## src/rtl/iox_pkg.sv

```systemverilog
package iox_pkg;

  // Seven-bit base address; the strap value is added to it
  localparam logic [6:0] BASE_ADDRESS = 7'h20;

  // Reset values of the register file
  localparam logic [7:0] OUT_LATCH_RESET = 8'hFF;
  localparam logic [7:0] INVERT_RESET    = 8'h00;
  localparam logic [7:0] DIRECTION_RESET = 8'hFF;
  localparam logic [7:0] CAPTURE_RESET   = 8'h00;

  // Level of a released bus, returned on a read while not addressed
  localparam logic [7:0] IDLE_BUS_BYTE = 8'hFF;

  // Event codes
  localparam logic [2:0] OP_ADDRESS = 3'd0;
  localparam logic [2:0] OP_WRITE   = 3'd1;
  localparam logic [2:0] OP_READ    = 3'd2;
  localparam logic [2:0] OP_STOP    = 3'd3;
  localparam logic [2:0] OP_PIN_CHG = 3'd4;

  // Register pointer codes
  localparam logic [1:0] PTR_INPUT     = 2'd0;
  localparam logic [1:0] PTR_OUTPUT    = 2'd1;
  localparam logic [1:0] PTR_POLARITY  = 2'd2;
  localparam logic [1:0] PTR_DIRECTION = 2'd3;

  // Highest valid pointer byte
  localparam logic [7:0] POINTER_MAX = 8'h03;

  typedef struct packed {
    logic [2:0] op;
    logic [6:0] bus_address;
    logic       is_read;
    logic [7:0] write_data;
    logic [7:0] pins_in;
  } item_t;

  typedef struct packed {
    logic       ack;
    logic [7:0] read_data;
    logic [7:0] drive_level;
    logic [7:0] drive_enable;
    logic       int_active;
  } result_t;

  // Port value: pin level for input pins, latched bit for output pins
  function automatic logic [7:0] port_value(input logic [7:0] pins,
                                            input logic [7:0] dir,
                                            input logic [7:0] latch);
    port_value = (pins & dir) | (latch & ~dir);
  endfunction

endpackage

```

## src/rtl/iox_regs.sv

```systemverilog
module iox_regs
  import iox_pkg::*;
(
  input  logic       clk,
  input  logic       rst,
  input  logic       fire,
  input  item_t      item,
  input  logic [2:0] addr_select,
  output result_t    result
);

  logic [1:0] pointer;
  logic [1:0] pointer_next;
  logic       expect_pointer;
  logic       expect_pointer_next;
  logic       addressed;
  logic       addressed_next;
  logic [7:0] out_latch;
  logic [7:0] out_latch_next;
  logic [7:0] invert_mask;
  logic [7:0] invert_mask_next;
  logic [7:0] direction;
  logic [7:0] direction_next;
  logic [7:0] captured_port;
  logic [7:0] captured_port_next;
  logic       int_flag;
  logic       int_flag_next;

  logic       do_refresh;
  logic       ack_c;
  logic [7:0] rd_c;
  logic [7:0] port_now;
  logic [7:0] port_after;
  logic [6:0] my_address;
  logic       int_eval;

  assign my_address = BASE_ADDRESS + {4'd0, addr_select};
  assign port_now   = port_value(item.pins_in, direction, out_latch);

  // Decode the event and form the next register values
  always_comb begin
    pointer_next        = pointer;
    expect_pointer_next = expect_pointer;
    addressed_next      = addressed;
    out_latch_next      = out_latch;
    invert_mask_next    = invert_mask;
    direction_next      = direction;
    captured_port_next  = captured_port;
    do_refresh          = 1'b0;
    ack_c               = 1'b0;
    rd_c                = 8'h00;
    unique case (item.op)
      OP_ADDRESS: begin
        if (item.bus_address == my_address) begin
          addressed_next = 1'b1;
          ack_c          = 1'b1;
          if (!item.is_read) begin
            expect_pointer_next = 1'b1;
          end
        end else begin
          addressed_next = 1'b0;
        end
      end
      OP_WRITE: begin
        if (addressed) begin
          if (expect_pointer) begin
            if (item.write_data <= POINTER_MAX) begin
              pointer_next        = item.write_data[1:0];
              expect_pointer_next = 1'b0;
              ack_c               = 1'b1;
            end
          end else begin
            ack_c = 1'b1;
            unique case (pointer)
              PTR_INPUT:     ;
              PTR_OUTPUT:    out_latch_next   = item.write_data;
              PTR_POLARITY:  invert_mask_next = item.write_data;
              PTR_DIRECTION: direction_next   = item.write_data;
              default:       ;
            endcase
            do_refresh = (pointer != PTR_INPUT);
          end
        end
      end
      OP_READ: begin
        if (!addressed) begin
          rd_c = IDLE_BUS_BYTE;
        end else begin
          unique case (pointer)
            PTR_INPUT: begin
              captured_port_next = port_now;
              rd_c               = port_now ^ invert_mask;
            end
            PTR_OUTPUT:    rd_c = out_latch;
            PTR_POLARITY:  rd_c = invert_mask;
            PTR_DIRECTION: rd_c = direction;
            default:       rd_c = direction;
          endcase
        end
      end
      OP_STOP: begin
        addressed_next      = 1'b0;
        expect_pointer_next = 1'b1;
      end
      OP_PIN_CHG: begin
        do_refresh = 1'b1;
      end
      default: ;
    endcase
  end

  // Compare input pins against the captured value using the updated registers
  assign port_after = port_value(item.pins_in, direction_next, out_latch_next);
  assign int_eval   = |((port_after ^ captured_port) & direction_next);

  always_comb begin
    int_flag_next = int_flag;
    if (do_refresh) begin
      int_flag_next = int_eval;
    end else if (item.op == OP_READ && addressed && pointer == PTR_INPUT) begin
      int_flag_next = 1'b0;
    end
  end

  // Result reflects the state after this event
  assign result.ack          = ack_c;
  assign result.read_data    = rd_c;
  assign result.drive_level  = out_latch_next;
  assign result.drive_enable = ~direction_next;
  assign result.int_active   = int_flag_next;

  // Commit state on each transfer
  always_ff @(posedge clk) begin
    if (rst) begin
      pointer        <= PTR_INPUT;
      expect_pointer <= 1'b1;
      addressed      <= 1'b0;
      out_latch      <= OUT_LATCH_RESET;
      invert_mask    <= INVERT_RESET;
      direction      <= DIRECTION_RESET;
      captured_port  <= CAPTURE_RESET;
      int_flag       <= 1'b0;
    end else if (fire) begin
      pointer        <= pointer_next;
      expect_pointer <= expect_pointer_next;
      addressed      <= addressed_next;
      out_latch      <= out_latch_next;
      invert_mask    <= invert_mask_next;
      direction      <= direction_next;
      captured_port  <= captured_port_next;
      int_flag       <= int_flag_next;
    end
  end

  a_read_input_clears_int: assert property (@(posedge clk) disable iff (rst)
    fire && item.op == OP_READ && addressed && pointer == PTR_INPUT |=> !int_flag)
    else $error("input register read did not clear interrupt");

  a_stop_releases: assert property (@(posedge clk) disable iff (rst)
    fire && item.op == OP_STOP |=> !addressed && expect_pointer)
    else $error("stop did not release the device");

  a_refused_pointer_holds: assert property (@(posedge clk) disable iff (rst)
    fire && item.op == OP_WRITE && expect_pointer && item.write_data > POINTER_MAX
    |=> $stable(pointer) && expect_pointer)
    else $error("refused pointer byte changed the pointer");

  a_unaddressed_write_holds: assert property (@(posedge clk) disable iff (rst)
    fire && item.op == OP_WRITE && !addressed
    |=> $stable(out_latch) && $stable(invert_mask) && $stable(direction))
    else $error("write while not addressed changed a register");

endmodule

```

## src/rtl/i2c_gpio_expander_8bit_core.sv

```systemverilog
// Channel   Handshake                Payload
// input     in_valid / in_stall      op, bus_address, is_read, write_data, pins_in
// output    out_valid / out_stall    ack, read_data, drive_level, drive_enable, int_active
// config    cfg_wr_en                cfg_wr_data (addr_select)
//
// An event passes through the input register and then the result register before
// its result is presented. One event is accepted per cycle while in_stall is low.
// The register file updates as an event moves from the input register to the
// result register. Synchronous reset empties both stages and loads register
// defaults. A stalled result holds the input register, which then stalls input.
module i2c_gpio_expander_8bit_core
  import iox_pkg::*;
(
  input  logic       clk,
  input  logic       rst,
  input  logic       cfg_wr_en,
  input  logic [2:0] cfg_wr_data,
  input  logic       in_valid,
  output logic       in_stall,
  input  logic [2:0] op,
  input  logic [6:0] bus_address,
  input  logic       is_read,
  input  logic [7:0] write_data,
  input  logic [7:0] pins_in,
  output logic       out_valid,
  input  logic       out_stall,
  output logic       ack,
  output logic [7:0] read_data,
  output logic [7:0] drive_level,
  output logic [7:0] drive_enable,
  output logic       int_active
);

  logic [2:0] addr_select;
  logic       s1_valid;
  item_t      s1_item;
  logic       s1_move;
  logic       in_take;
  result_t    res_c;
  result_t    res_q;

  // Strap register
  always_ff @(posedge clk) begin
    if (rst) begin
      addr_select <= 3'd0;
    end else if (cfg_wr_en) begin
      addr_select <= cfg_wr_data;
    end
  end

  assign s1_move  = s1_valid && (!out_valid || !out_stall);
  assign in_stall = s1_valid && !s1_move;
  assign in_take  = in_valid && !in_stall;

  // Input register
  always_ff @(posedge clk) begin
    if (rst) begin
      s1_valid <= 1'b0;
    end else if (in_take) begin
      s1_valid <= 1'b1;
    end else if (s1_move) begin
      s1_valid <= 1'b0;
    end
  end

  always_ff @(posedge clk) begin
    if (in_take) begin
      s1_item <= '{op: op, bus_address: bus_address, is_read: is_read,
                   write_data: write_data, pins_in: pins_in};
    end
  end

  iox_regs u_regs (
    .clk         (clk),
    .rst         (rst),
    .fire        (s1_move),
    .item        (s1_item),
    .addr_select (addr_select),
    .result      (res_c)
  );

  // Result register
  always_ff @(posedge clk) begin
    if (rst) begin
      out_valid <= 1'b0;
    end else if (s1_move) begin
      out_valid <= 1'b1;
    end else if (!out_stall) begin
      out_valid <= 1'b0;
    end
  end

  always_ff @(posedge clk) begin
    if (s1_move) begin
      res_q <= res_c;
    end
  end

  assign ack          = res_q.ack;
  assign read_data    = res_q.read_data;
  assign drive_level  = res_q.drive_level;
  assign drive_enable = res_q.drive_enable;
  assign int_active   = res_q.int_active;

  a_hold_pending: assert property (@(posedge clk) disable iff (rst)
    s1_valid && !s1_move |=> s1_valid)
    else $error("pending event dropped from input register");

  a_ack_vs_read: assert property (@(posedge clk) disable iff (rst)
    out_valid |-> !(ack && read_data != 8'h00))
    else $error("ack and read data both set in one result");

  a_result_follows_move: assert property (@(posedge clk) disable iff (rst)
    s1_move |=> out_valid)
    else $error("event moved but no result presented");

endmodule
```

## config.mk

```make
export PLATFORM = sky130hd
export DESIGN_NAME = i2c_gpio_expander_8bit_core
export DESIGN_NICKNAME = d
export VERILOG_FILES = /design/src/rtl/iox_pkg.sv /design/src/rtl/iox_regs.sv /design/src/rtl/i2c_gpio_expander_8bit_core.sv
export SDC_FILE = /design/constraint.sdc
export NUM_CORES = 1
export LEC_CHECK = 0
export BUFFER_PORTS_ARGS = -buffer_cell sky130_fd_sc_hd__buf_2
export CORE_MARGIN = 4
export CORE_UTILIZATION = 30
export CTS_BUF_LIST = sky130_fd_sc_hd__clkbuf_16
export CTS_CLUSTER_SIZE = 10
export DETAILED_ROUTE_END_ITERATION = 10
export HOLD_SLACK_MARGIN = 0.02
export PLACE_DENSITY_LB_ADDON = 0.15
export SETUP_SLACK_MARGIN = 0.05
export SLEW_MARGIN = 25
export SYNTH_ARGS = -nofsm -noshare
export SYNTH_HDL_FRONTEND = slang
export SYNTH_HIERARCHICAL = 1
export SYNTH_SLANG_ARGS = --single-unit
```

## constraint.sdc

```tcl
create_clock -name clk -period 4.87 [get_ports clk]
set_clock_uncertainty 0.1 [all_clocks]
set_input_delay 0.2435 -clock clk [delete_from_list [all_inputs] [get_ports clk]]
set_output_delay 0.2435 -clock clk [all_outputs]
set_load 0.05 [all_outputs]
```

# --- After elaboration in Yosys (flattened, before gate mapping) ---
# Cells that the tools add are included.
classes:
  n_mul: 0
  bitwise_logic: 12
  reduce_logical: 22
  div_mod_pow: 0
  order_cmp: 1
  eq_ne: 12
  mux: 31
  shifts: 0
  n_addsub: 1
ops:
  columns: ["operator", "n"]
  rows:
  - ["$mux W8", 9]
  - ["$and A8 B8 Y8", 5]
  - ["$pmux W8 S4", 1]
  - ["$mux W1", 17]
  - ["$not A8 Y8", 2]
  - ["$or A8 B8 Y8", 2]
  - ["$xor A8 B8 Y8", 2]
  - ["$reduce_and A5 Y1", 3]
  - ["$le A8 B2 Y1 const B", 1]
  - ["$reduce_or A8 Y1", 1]
  - ["$add A6 B3 Y7 const A", 1]
  - ["$eq A7 B7 Y1", 1]
  - ["$eq A3 B2 Y1 const B", 2]
  - ["$ne A2 B1 Y1 const B", 3]
  - ["$pmux W1 S2", 3]
  - ["$reduce_bool A2 Y1", 3]
  - ["$logic_and A1 B1 Y1", 5]
  - ["$eq A2 B2 Y1 const B", 2]
  - ["$logic_not A1 Y1", 4]
  - ["$reduce_and A4 Y1", 1]
  - ["$eq A3 B1 Y1 const B", 1]
  - ["$eq A3 B3 Y1 const B", 1]
  - ["$logic_not A3 Y1", 1]
  - ["$pmux W1 S3", 1]
  - ["other kinds (7)", 7]
totals:
  mem_count: 0
  latchBits: 0
  out_inout_bits: 28
  mem_bits_ro: 0
  mem_bits_rw: 0
  reg_bits: 95
  wordCells: 100

# --- Longest topological paths before layout ---
logic_depth:
  word_depth: 12
  ltp_mapped: 8
  depth_no_buf: 6

# --- By module ---
# The synthesis kept the hierarchy.
by_module_without_submodules:
  columns: ["module", "cells_per_inst", "seq_area_each_um2", "area_per_inst_um2", "instances"]
  rows:
  - ["iox_regs", 272, 740.7, 2417.3, 1]
  - ["i2c_gpio_expander_8bit_core", 72, 1691.6, 1770.4, 1]

# --- Worst setup path before layout ---
# No wires, ideal clock.
synth_timing:
  kind: "reg2reg"
  from: "reg out_valid"
  to: "reg u_regs.pointer[1]"
  t_arrival_ps: 3653
  path_stages_with_launch: 7
  n_path_buf: 1
  path_slack_ps: 989
  path_cell_list: "dfxtp_1 a21boi_0 clkbuf_1 nand3_1 or3_1 mux2i_1 nor2_1"
synth_via:
  elab_chain_len: 4
synth_lines:
  columns: ["item", "line", "source"]
  rows:
  - ["start: declaration", "i2c_gpio_expander_8bit_core.sv:25", "output logic out_valid,"]
  - ["start signal: assignment", "i2c_gpio_expander_8bit_core.sv:85", "out_valid <= 1'b0;"]
  - ["start signal: assignment", "i2c_gpio_expander_8bit_core.sv:87", "out_valid <= 1'b1;"]
  - ["start signal: assignment", "i2c_gpio_expander_8bit_core.sv:89", "out_valid <= 1'b0;"]
  - ["$logic_not A1 Y1", "i2c_gpio_expander_8bit_core.sv:51", "assign s1_move = s1_valid && (!out_valid || !out_stall);"]
  - ["$logic_or A1 B1 Y1", "i2c_gpio_expander_8bit_core.sv:51", null]
  - ["$logic_and A1 B1 Y1", "i2c_gpio_expander_8bit_core.sv:51", null]
  - ["net s1_move", "i2c_gpio_expander_8bit_core.sv:37", "logic s1_move;"]
  - ["$reduce_and A5 Y1 (no source line)", null, null]
  - ["end signal: assignment", "iox_regs.sv:144", "pointer <= pointer_next;"]
  - ["end: declaration", "iox_regs.sv:12", "logic [1:0] pointer;"]
# The timed path passes the listed nets, and every way through them passes these cells.
# A chain may end at the register's enable or synchronous reset.

==> results.py <==
metrics = {
    "power_and_ir_drop": {
        "total_power_mw": 1.74,
        "p_leak_nw": 2.05,
        "powerDensity_mw_per_mm2": 335,
        "clkPwrFrac": 0.398,
        "comb_power_share": 0.084,
        "switching_power_mw": 0.410,
        "peakVddDrop_uv": 178,
        "intPower_mw": 1.33,
        "seq_power_share": 0.518,
        "swShare": 0.235,
    },
    "clock_network": {
        "cts_tree": "built",
        "cts_num_sinks": 95,
        "clk_pin_slew_worst_paths_ns": 0.06,
        "cts_root_buf": "clkbuf_16",
        "cts_buffers": 9,
        "htree_levels": 3,
        "cts_buffer_depth": 2,
        "clock_latency_ns": 0.35,
        "cts_setup_buffers": 0,
    },
    "critical_path": {
        "cp_top_family": "simple AND/OR/NAND/NOR gates",
        "start_kind": "flip-flop",
        "cp-end-kind": "flip-flop",
        "worstPathRequired_ns": 4.87,
        "worstSetupPathType": "reg -> reg",
        "worstPathArrival_ns": 2.52,
        "slowest_delay_ns": 0.67,
        "cpMaxStageDelayCell": "dfxtp_1",
        "worst-path-max-fanout": 15,
        "path_buf_inv": 0,
        "crit_chain": "nand2_1 > nor3_4 > nand3_2 > mux2i_2 > o221ai_1 > nor2b_1",
        "reg2reg_from": "u_regs/addressed",
        "startpoint": "u_regs/addressed",
    },
    "synthesis": {
        "syn-cell-area_mm2": 0.00419,
        "syn_nets": 379,
        "synthCells": 344,
        "synth_cell_type_count": 50,
        "yosysSeqAreaShare": 0.581,
        "synth_area_per_cell_um2": 12.2,
        "yosysTopAreaCell": "edfxtp_1",
        "yosys_warnings": 6,
        "ys_ff_latch": 95,
        "synth_edf_count": 53,
        "synthTopCellsByArea": "edfxtp_1, dfxtp_1, mux2i_1",
        "synth_top_area_share": 0.380,
        "synthFlopType": "edfxtp_1",
        "async_flop_share": 0,
    },
    "sta": {
        "finalSetupViolCount": 0,
        "slew_viol_final": 0,
        "final_hold_viol_count": 0,
        "max_freq_mhz": 396,
        "worstMarginPinSlew_ns": 0.928,
        "tns_ns": 0,
        "relSlewSlack": 0.381,
        "period_share": 0.518,
        "rsz0062_at_grt": "false",
        "min_period_ns": 2.52,
    },
    "finish": {
        "syn2layout_area_growth_pct": 24.5,
        "drive_gt1_frac": 0.242,
        "finalNetCount": 463,
        "antenna_cells": 0,
    },
    "routing": {
        "finalWirelength_um": 9870,
        "ant_nets": 0,
        "drt_iter0_drc": 172,
        "viasPerCell": 4.76,
        "wire_per_inst_um": 16.2,
        "first_pass_iters": 4,
        "vias": 2901,
        "route.detailed.drc": 0,
    },
    "job": {
        "cap_violations": 0,
    },
    "floorplan": {
        "die_area_mm2": 0.0159,
        "rows": 42,
        "initial_utilization": 0.311,
        "core_mm2": 0.0135,
        "die_x_um": 126,
        "die_h_um": 126,
        "io_pins": 63,
    },
    "place": {
        "gp_congestion": 0.759,
        "place.detailed.hpwl_um": 6620,
        "port_buffers": 62,
    },
    "grt": {
        "gr-usage-all-layers": 0.126,
        "grt-ovfl-total": 0,
        "grt_pass1_wl_um": 15300,
        "first_global_vias": 2794,
        "grt_max_degree": 44,
        "antenna_found_initial": 0,
    },
    "worst_hold_path": {
        "hold_start": "cfg_wr_data[1]",
        "min_path_type": "in -> reg",
    },
    "outcome": {
        "outcome": "finished, final reports clean",
    },
}
## synth_stat cells (2+ instances only)
cell type  count
nand2_1       29
a211oi_2       2
buf_4          4
buf_2          3
nor3b_1        3
a211o_1       16
xor2_1         7
a22oi_1        5
a21oi_1        7
mux2i_1       28
a21o_1         2
clkbuf_1      10
inv_1          6
a211oi_1       6
nand3_1        4
dfxtp_1       42
and3_1        11
a41oi_1        7
or3_1          2
edfxtp_1      53
buf_1          2
mux2_2        16
nor2_1        31
xnor2_1       12
nor3_4         2
nor2b_1       10
## flip-flops by register name, indices dropped and copies added, names as in the netlist, 2 cells and up
signal / count
addr_select: 3
drive_enable: 8
drive_level: 8
read_data: 8
s1_item: 27
u_regs/captured_port: 8
u_regs/direction: 8
u_regs/invert_mask: 8
u_regs/out_latch: 8
u_regs/pointer: 2
## per-layer routing
layer / track usage / up-vias / wire length (um)
met5: 0 / - / 0
met4: 0.0454 / 0 / 72
met3: 0.0364 / 4 / 482
met2: 0.186 / 67 / 4430
met1: 0.175 / 1404 / 4880
li1: - / 1426 / -
## cells by family after synthesis
family	Yosys count	share of synthesized area
xor gates and xnor gates	19	0.0397
adders and majority gates	1	0.00239
muxes	45	0.113
buffers and inverters	27	0.0344
DFF	95	0.581
AOI/OAI and AO/OA	54	0.104
and+or+nand+nor	103	0.125
## area by class of cell
class / count / area, um^2
Inverter: 6 / 22.5
Clock buffer: 9 / 225
Timing Repair Buffer: 94 / 623
Sequential cell: 95 / 2430
Clock inverter: 7 / 63.8
Tap cell: 176 / 220
Multi-Input combinational cell: 222 / 1630
Fill cell: 1339 / 8240
## worst paths after layout
kind	cells after the start	slack (ns)	to
setup / recovery	6	2.35	int_active
hold / removal	3	0.05	addr_select[1]
setup reg to reg	6	2.35	int_active
hold reg to reg	2	0.40	out_valid
## cells in the final DEF, fill, tap and decap left out, types with 3 or more instances in the layout
master         netlist  layout
buf_2                3      62
edfxtp_1            53      53
dfxtp_1             42      42
nor2_1              31      30
dlygate4sd3_1        0      29
nand2_1             29      29
mux2i_1             28      28
mux2_2              16      16
a211o_1             16      16
xnor2_1             12      12
and3_1              11      11
nor2b_1             10      10
clkbuf_16            0       9
inv_1                6       7
a21oi_1              7       7
xor2_1               7       7
a41oi_1              7       7
a211oi_1             6       6
a22oi_1              5       5
nand3_1              4       4
buf_4                4       3
nor3b_1              3       3
## what timing repair did
action | 4_1_cts | 5_1_grt
hold buffers | 29 | 0
hold endpoints to repair | 29 | 0
resized for setup | 0 | 0
## through the flow
step                cell area, um^2  worst slack (ns)   util  hold slack [ns]  instances
floorplan                      4190             0.989      -            0.213        344
global route                   5210              2.22  0.387           0.0659        609
detailed placement             4630              2.39  0.344            0.322        564
global placement               4630              2.36  0.344            0.320        564
finish                         5210              2.35  0.387           0.0468        609
CTS                            5210              2.36  0.387           0.0241        609
## power by group through the flow
stage,combinational (mW),clock (mW),sequential [mW]
floorplan,0.0593,0,0.944
global placement,0.128,0,0.921
detailed placement,0.130,0,0.921
CTS,0.148,0.718,0.904
global route,0.159,0.750,0.907
finish,0.147,0.693,0.904
## worst register-to-register path, cell delays in order, from the launching register on
cell and delay [ns]:
dfxtp_1 0.67, nand2_1 0.20, nor3_4 0.28, nand3_2 0.31, mux2i_2 0.36, o221ai_1 0.19
nor2b_1 0.16
No activity file was read; power rests on OpenSTA's default activity.
